--- config.mk ---
export PLATFORM = sky130hd
export DESIGN_NAME = lzt_ctrl
export DESIGN_NICKNAME = d
export VERILOG_FILES = /design/src/sv/lzt_pkg.sv /design/src/sv/lzt_ctrl.sv
export SDC_FILE = /design/constraint.sdc
export NUM_CORES = 1
export LEC_CHECK = 0
export ABC_CLOCK_PERIOD_IN_PS = 2720
export BUFFER_PORTS_ARGS = -buffer_cell sky130_fd_sc_hd__buf_2
export CAP_MARGIN = 0
export CELL_PAD_IN_SITES_DETAIL_PLACEMENT = 1
export CELL_PAD_IN_SITES_GLOBAL_PLACEMENT = 1
export CORE_AREA = 2 2 39 41
export DETAILED_ROUTE_END_ITERATION = 16
export DIE_AREA = 0 0 41 43
export MAX_ROUTING_LAYER = met4
export PLACE_DENSITY = 0.48
export REMOVE_ABC_BUFFERS = 1
export SYNTH_ARGS = -nofsm -noshare
export SYNTH_HDL_FRONTEND = slang
export SYNTH_SLANG_ARGS = --single-unit
--- constraint.sdc ---
create_clock -name clk_i -period 2.72 [get_ports clk_i]
set_clock_uncertainty 0.15 [all_clocks]
set_input_delay 0.136 -clock clk_i [delete_from_list [all_inputs] [get_ports clk_i]]
set_output_delay 0.136 -clock clk_i [all_outputs]
set_load 0.02 [all_outputs]
--- src/sv/lzt_pkg.sv ---
// Package for the LZ78 nibble trie dictionary.
// Holds default sizes, stream widths, command codes and controller/datapath structs.
// No dependencies.
package lzt_pkg;

  localparam int NODES_DEF   = 4096;
  localparam int SYMBOLS_DEF = 16;

  localparam int NODE_W      = 12;
  localparam int SYMBOL_W    = 4;
  localparam int IN_TDATA_W  = 8;
  localparam int OUT_TDATA_W = 32;
  localparam int OUT_USED_W  = 1 + NODE_W + NODE_W + SYMBOL_W + 1;
  localparam int OUT_PAD_W   = OUT_TDATA_W - OUT_USED_W;

  localparam logic CMD_INSERT = 1'b0;
  localparam logic CMD_FIND   = 1'b1;

  typedef struct packed {
    logic clear_wr;
    logic load;
    logic exec;
  } lzt_cmd_t;

  typedef struct packed {
    logic clear_last;
    logic last_item;
    logic out_free;
  } lzt_sts_t;

endpackage

--- src/sv/lzt_ctrl.sv ---
// Controller for the LZ78 nibble trie dictionary.
// Sequences the child table clear pass and the accept / update steps per symbol.
// Depends on lzt_pkg.
module lzt_ctrl
  import lzt_pkg::*;
(
  input  logic     clk_i,
  input  logic     rst_ni,
  input  logic     s_tvalid_i,
  output logic     s_tready_o,
  input  lzt_sts_t sts_i,
  output lzt_cmd_t cmd_o
);

  typedef enum logic [1:0] {
    ST_CLEAR,
    ST_IDLE,
    ST_LOOKUP
  } state_e;

  state_e state_q;
  logic   ready_q;

  assign s_tready_o     = ready_q;
  assign cmd_o.clear_wr = (state_q == ST_CLEAR);
  assign cmd_o.load     = ready_q & s_tvalid_i;
  assign cmd_o.exec     = (state_q == ST_LOOKUP) & (~sts_i.last_item | sts_i.out_free);

  always_ff @(posedge clk_i or negedge rst_ni) begin
    if (!rst_ni) begin
      state_q <= ST_CLEAR;
      ready_q <= 1'b0;
    end else begin
      case (state_q)
        ST_CLEAR: begin
          if (sts_i.clear_last) begin
            state_q <= ST_IDLE;
            ready_q <= 1'b1;
          end
        end
        ST_IDLE: begin
          if (cmd_o.load) begin
            state_q <= ST_LOOKUP;
            ready_q <= 1'b0;
          end
        end
        ST_LOOKUP: begin
          if (cmd_o.exec) begin
            state_q <= ST_IDLE;
            ready_q <= 1'b1;
          end
        end
        default: begin
          state_q <= ST_CLEAR;
          ready_q <= 1'b0;
        end
      endcase
    end
  end

endmodule

== Word level (Yosys, flattened, before mapping) ==
Index checks and enable logic that the tools add are counted.

* Word-level logic and storage cells: 21
* Output and inout port bits: 4
* Register bits after elaboration: 3
* Input port bits: 6

* Bitwise logic cells: 4
* Mux-type cells: 8
* Eq/ne operators: 5
* Reductions and logical operators: 2

{| class="wikitable"
|+ Operator list
! kind !! count
|-
| $mux W2 || 3
|-
| $ne A2 B2 Y1 const B || 3
|-
| $pmux W2 S3 || 1
|-
| $mux W1 || 3
|-
| $pmux W1 S3 || 1
|-
| $reduce_and A3 Y1 || 1
|-
| $and A1 B1 Y1 || 2
|-
| $eq A2 B1 Y1 const B || 1
|-
| $eq A2 B2 Y1 const B || 1
|-
| $logic_not A2 Y1 || 1
|-
| $not A1 Y1 || 1
|-
| $or A1 B1 Y1 || 1
|}

== Depth between registers and ports, before layout ==
Gate-level depths: netlist of the first run.

* Depth in word-level cells: 5
* Mapped depth: 3
* Depth with buffers taken out: 3

== Worst setup path before layout of the first run ==
Ideal clock, no wire load.

* Path type: register to register
* Start point: register ready_q, in the netlist s_tready_o
* End point: register state_q[1]
* Data required time: 2.475 ns
* Buffers on the path: 0
* Arrival time: 0.927 ns
* Library setup time: 0.095 ns
* Cell stages (with the launch flop): 4
* Setup slack: 1.548 ns
* Cells stage by stage: dfrtp_1 and2_1 nand3_1 o31ai_1

{| class="wikitable"
|+ RTL lines
! element !! RTL line !! source
|-
| start: declaration || lzt_ctrl.sv:22 || <nowiki>logic ready_q;</nowiki>
|-
| start signal: assignment || lzt_ctrl.sv:32 || <nowiki>ready_q <= 1'b0;</nowiki>
|-
| start signal: assignment || lzt_ctrl.sv:38 || <nowiki>ready_q <= 1'b1;</nowiki>
|-
| start signal: assignment || lzt_ctrl.sv:44 || <nowiki>ready_q <= 1'b0;</nowiki>
|-
| end signal: assignment || lzt_ctrl.sv:31 || <nowiki>state_q <= ST_CLEAR;</nowiki>
|-
| end signal: assignment || lzt_ctrl.sv:37 || <nowiki>state_q <= ST_IDLE;</nowiki>
|-
| end signal: assignment || lzt_ctrl.sv:43 || <nowiki>state_q <= ST_LOOKUP;</nowiki>
|-
| end: declaration || lzt_ctrl.sv:21 || <nowiki>state_e state_q;</nowiki>
|}

==> out/results.ini, run 1 <==
[outcome]
status = finished, final reports clean

[sta]
layout_min_cycle_time_ps = 1320
tns_ps = 0
fmax_mhz = 759
rsz0062_at_grt = false
setup_ws_ps = 1400
post-route-period-util = 0.484
hold_viol = 0
final_max_slew_viol_count = 0
setup-violations-final = 0
slew_headroom = 0.830
worst_slew_pin_slew_ps = 253

[floorplan]
rows = 14
initial_core_util = 0.117
pin_count = 10
die_w_um = 41
fp.dieH_um = 43
die-area_um2 = 1760
core-area_um2 = 1380

[yosys]
synthTopCellsByArea = dfrtp_1 47%, a21oi_1 9.3%, nor2b_2 5.4%
syn_inst = 19
synth_compound_area_frac = 0.256
synth_common_cells = 3 x a21oi_1, 3 x dfrtp_1, 2 x nor2_1
synth_top_family_by_area = compound AO/OA/AOI/OAI gates
muxShareOfSynthArea = 0
synth_edf_count = 0
ys_types = 14
ys_seq_elements = 3
yosys.area_share.xor_xnor = 0
synthAdderAreaFrac = 0
yosys.area_share.simple = 0.233
async_flop_share = 1.00
syn_area_um2 = 161
synth.avg_cell_area_um2 = 8.50
synth_top_area_share = 0.465
yosysSeqAreaShare = 0.465
synth_top_area_cell = dfrtp_1
synth_flop_cell = dfrtp_1
yosys_warnings = 0

[finish]
fillers = 167
area_growth_syn_to_layout_pct = 62.8
utilization = 0.190
insertedDiodeCount = 0
drive_gt1_frac = 0.424
final_nets = 40

[critical_path]
r2r_setup_slack_ps = 1660
crit_arrival_ps = 1030
startpoint_type = flip-flop
endpoint_kind = primary output
cp.required_ps = 2430
max_stage_delay_ps = 430
critPathKind = reg2out
slowest_stage = dfrtp_1
crit_fanout = 6
r2r_start = state_q[0]
crit_chain = nand2_1 > nor2_1 > buf_2
critPathLaunch = state_q[1]

[clock_tree]
cts_root_buffer = clkbuf_4
cts_resized = 0
cts_sinks = 3
cts_setup_buffers = 0
clkLatencyLatePin_ps = 230
htree_levels = 1
cts.clk_slew.worst_paths_ps = 40
numCtsBuffers = 3
cts_buffer_depth = 2
cts_tree = built

[place]
portBuffers = 9
hpwlAfterDp_um = 345
place.gp.congestion = 0.730
dp_worst_setup_slack_ps = 1640

[flow_run]
cap_viol_max_count = 0

[detailed_routing]
wl_per_cell_um = 9.08
via_per_inst = 3.98
firstDrtPassIters = 2
finalWirelength_um = 445
drtAntennaViolNets = 0
drt_iter0_drc = 1
drc = 0
vias = 195

[pwr]
power.total_w = 0.000297
ir_worst_vdd_v = 0.000322
pwr_density_cell_nw_per_um2 = 1130
power.leakage_nw = 0.125

[grt]
antenna_found_initial = 0
grt_start_max_net_pins = 9
gr-usage-all-layers = 0.0732
grt_pass1_wl_um = 786
grt_pass1_vias = 205
overflow = 0

[worst_hold_path]
hold_class = in2async

-- flip-flops by register name, summed over array words and instances, names as in the netlist --
| name | cells |
|---|---|
| s_tready_o | 1 |
| state_q | 2 |
-- worst max-delay path: cells and delay by family, from the launching register on --
| kind | cells | cell delay, ps |
|---|---|---|
| DFF | 1 | 430 |
| buffers and inverters | 1 | 170 |
| and+or+nand+nor | 2 | 200 |
-- worst paths after layout --
path | to | cells past startpoint
worst max-delay path | cmd_o[0] | 3
worst min-delay path | state_q[1] | 2
worst max register to register | s_tready_o | 3
worst min register to register | s_tready_o | 1
max in group asynchronous | s_tready_o | 2
min in group clk_i | state_q[1] | 3
-- area by class of cell --
type	count	area (um^2)	share of cell area
repair buffers	10	55.1	0.210
inverters	2	7.51	0.0286
multi-input cells	14	78.8	0.300
flip-flops and latches	3	75.1	0.286
well taps	16	20.0	0.0762
clock buffers	4	26.3	0.100
-- cells by family after synthesis --
group,after synthesis
AO/OA/AOI/OAI,7
buffers and inverters,2
flip-flops,3
AND/OR/NAND/NOR,7
-- where the power goes --
part	internal (W)	total, W	switching [W]
clock network	0.0000550	0.0000781	0.0000231
logic	0.0000487	0.000119	0.0000704
registers	0.0000655	0.0000998	0.0000343
total	0.000169	0.000297	0.000128
-- layout by cell type, fill, tap and decap left out, types with 2 or more instances in the layout --
| cell type | Yosys | layout |
|---|---|---|
| buf_2 | 0 | 9 |
| a21oi_1 | 3 | 3 |
| clkbuf_4 | 0 | 3 |
| dfrtp_1 | 3 | 3 |
| nor2_1 | 2 | 2 |
-- per-stage QoR --
| stage | hold slack [ps] | std cells | cell area [um^2] |
|---|---|---|---|
| final | 73.4 | 49 | 263 |
| after global routing | 82.3 | 49 | 263 |
| after CTS | 60.7 | 49 | 263 |
| after detailed placement | -217 | 44 | 226 |
| after global placement | -220 | 44 | 226 |
| after floorplan | -310 | 19 | 161 |
-- layer usage --
| metal | track usage | vias to the layer above | routed length (um) |
|---|---|---|---|
| met5 | - | - | 0 |
| met4 | 0.0800 | 0 | 14 |
| met3 | 0.0314 | 2 | 46 |
| met2 | 0.0906 | 10 | 174 |
| met1 | 0.0777 | 88 | 209 |
| li1 | - | 95 | - |
-- what timing repair did --
action / 4_1_cts / 5_1_grt
hold endpoints to repair: 3 / 0
endpoints found under the setup margin: 0 / 0
hold buffers: 1 / 0
(Power assumes the default switching activity.)
==> inputs of run 2 (changes only) <==
--- a/config.mk
+++ b/config.mk
@@ -5,7 +5,7 @@
 export SDC_FILE = /design/constraint.sdc
 export NUM_CORES = 1
 export LEC_CHECK = 0
-export ABC_CLOCK_PERIOD_IN_PS = 2720
+export ABC_CLOCK_PERIOD_IN_PS = 1200
 export BUFFER_PORTS_ARGS = -buffer_cell sky130_fd_sc_hd__buf_2
 export CAP_MARGIN = 0
 export CELL_PAD_IN_SITES_DETAIL_PLACEMENT = 1
@@ -14,7 +14,7 @@
 export DETAILED_ROUTE_END_ITERATION = 16
 export DIE_AREA = 0 0 41 43
 export MAX_ROUTING_LAYER = met4
-export PLACE_DENSITY = 0.48
+export PLACE_DENSITY = 0.49
 export REMOVE_ABC_BUFFERS = 1
 export SYNTH_ARGS = -nofsm -noshare
 export SYNTH_HDL_FRONTEND = slang
==> constraint.sdc (replaced) <==
create_clock -name clk_i -period 1.2 [get_ports clk_i]
set_clock_uncertainty 0.15 [all_clocks]
set_input_delay 0.06 -clock clk_i [delete_from_list [all_inputs] [get_ports clk_i]]
set_output_delay 0.06 -clock clk_i [all_outputs]
set_load 0.02 [all_outputs]
==> run 2 against run 1 <==
Sequential share of layout area decreased by 1.8 points. Core utilization increased by 2.0 points. Non-clock buffer count increased by 3. First-iteration DRC count unchanged. Worst setup slack got worse by 1400 ps. Largest cell class is now non-clock buffers. Worst hold slack got worse by 69 ps. Critical path type unchanged. Cell area increased by 10%.
==> out/results.ini, run 2 (synthesis results as in run 1) <==
[outcome]
status = finished, final reports clean

[sta]
final_max_slew_viol_count = 0  ; unchanged
post-route-period-util = 0.962
slew_headroom = 0.852  ; +0.0228
worst_slew_pin_slew_ps = 219  ; -33.9 ps
setup-violations-final = 0  ; unchanged
tns_ps = 0  ; unchanged
layout_min_cycle_time_ps = 1150
fmax_mhz = 866
rsz0062_at_grt = false
hold_viol = 0  ; unchanged

[flow_run]
cap_viol_max_count = 0  ; unchanged

[detailed_routing]
drtAntennaViolNets = 0  ; unchanged
via_per_inst = 3.90  ; -1.9%
firstDrtPassIters = 2  ; unchanged
drt_iter0_drc = 1  ; unchanged
drc = 0  ; unchanged
finalWirelength_um = 538  ; +21%
vias = 203  ; +4.1%
wl_per_cell_um = 10.3  ; +14%

[floorplan]
fp.dieH_um = 43  ; unchanged
initial_core_util = 0.117  ; unchanged
die_w_um = 41  ; unchanged
die-area_um2 = 1760  ; unchanged
rows = 14  ; unchanged
pin_count = 10  ; unchanged
core-area_um2 = 1380  ; unchanged

[grt]
grt_pass1_vias = 197  ; -3.9%
overflow = 0  ; unchanged
antenna_found_initial = 0  ; unchanged
gr-usage-all-layers = 0.0616  ; -0.0116
grt_pass1_wl_um = 710  ; -9.7%
grt_start_max_net_pins = 9  ; unchanged

[finish]
final_nets = 43  ; +7.5%
layout_commonest_cell = buf_2
instances_no_fill = 52  ; +6.1%
postLayoutCellArea_um2 = 290  ; +10%
largest_register = state_q
fillers = 176  ; +5.4%
drive_gt1_frac = 0.528  ; +0.104
largest_reg_flops = 2  ; unchanged
area_growth_syn_to_layout_pct = 79.8
insertedDiodeCount = 0  ; unchanged
final_cell_mix = 8 x buf_2, 4 x buf_4, 3 x a21oi_1, 3 x clkbuf_4

[critical_path]
critPathKind = reg2out
startpoint_type = flip-flop
max_stage_delay_ps = 450  ; +20 ps
cp.required_ps = 990  ; -1440 ps
crit_fanout = 7  ; +1
crit_chain = nor2_1 > buf_2
endpoint_kind = primary output
cp_top_family = flip-flops
crit_arrival_ps = 940  ; -90 ps
critical_path_buf_inv_count = 1  ; unchanged
slowest_stage = dfrtp_2

[place]
hpwlAfterDp_um = 414  ; +20%
dp.cells = 44  ; unchanged
portBuffers = 9  ; unchanged
place.gp.congestion = 0.651  ; -11%
dpl_cell_area_um2 = 226  ; unchanged

[clock_tree]
cts_root_buffer = clkbuf_4
htree_levels = 1  ; unchanged
numCtsBuffers = 3  ; unchanged
cts.clk_slew.worst_paths_ps = 30  ; about the same
cts_tree = built
cts_buffer_depth = 2  ; unchanged
cts_sinks = 3  ; unchanged
clkLatencyLatePin_ps = 230  ; about the same

[pwr]
ir_worst_vdd_v = 0.000362  ; +12%
pwr_density_cell_nw_per_um2 = 2610  ; +130%
power.leakage_nw = 0.137  ; +9.7%

[worst_hold_path]
hold_class = in2async

## run 2: cell types whose count changed in the layout (fill, tap and decap cells not counted), sizes merged
| cell | delta |
|---|---|
| buf | +3 |
## run 2: stage by stage
step | util | power, W | hold WS (ps) | setup slack (ps)
3_3_place_gp | 0.164 | 0.000493 | -294 | 163
2_1_floorplan | - | 0.000397 | -386 | 27.8
5_1_grt | 0.210 | 0.000817 | 27.0 | 1.03
4_1_cts | 0.199 | 0.000721 | 1.17 | 13.3
6_report | 0.210 | 0.000757 | 4.40 | 45.0
3_5_place_dp | 0.164 | 0.000504 | -286 | 124
## run 2: final cells by class
class	instances	area [um^2]	area share
multi-input cells	14	78.8	0.272
clock buffers	4	26.3	0.0905
well taps	16	20.0	0.0690
flip-flops and latches	3	77.6	0.267
inverters	2	7.51	0.0259
repair buffers	13	80.1	0.276
## run 2: worst paths after layout
| kind | startpoint | endpoint | slack [ps] | cells after the start |
|---|---|---|---|---|
| min in group clk_i | sts_i[1] | state_q[1] | 10 | 3 |
| worst min register to register | state_q[1] | s_tready_o | 360 | 1 |
| worst min-delay path | rst_ni | s_tready_o | 4 | 2 |
| max in group asynchronous | rst_ni | state_q[0] | 770 | 2 |
| worst max-delay path | state_q[0] | cmd_o[2] | 50 | 2 |
| worst max register to register | state_q[0] | state_q[0] | 80 | 3 |
## run 2: layer usage
metal  GRT usage  part of all wire
met1      0.0703              0.48
met4      0.0400                 0
met2      0.0906              0.46
met5           -                 0
met3      0.0157             0.065
## run 2: power by group
| part | total, W | switching [W] | internal [W] |
|---|---|---|---|
| sequential | 0.000216 | 0.0000614 | 0.000155 |
| combinational | 0.000369 | 0.000200 | 0.000169 |
| clock | 0.000172 | 0.0000473 | 0.000124 |
| total | 0.000757 | 0.000309 | 0.000448 |
## run 2: repair_timing
item / CTS / global route
setup buffers: 1 / 2
resized for setup: 3 / 0
hold endpoints to repair: 3 / 0
setup endpoints to repair: 2 / 1
hold buffers: 1 / 0
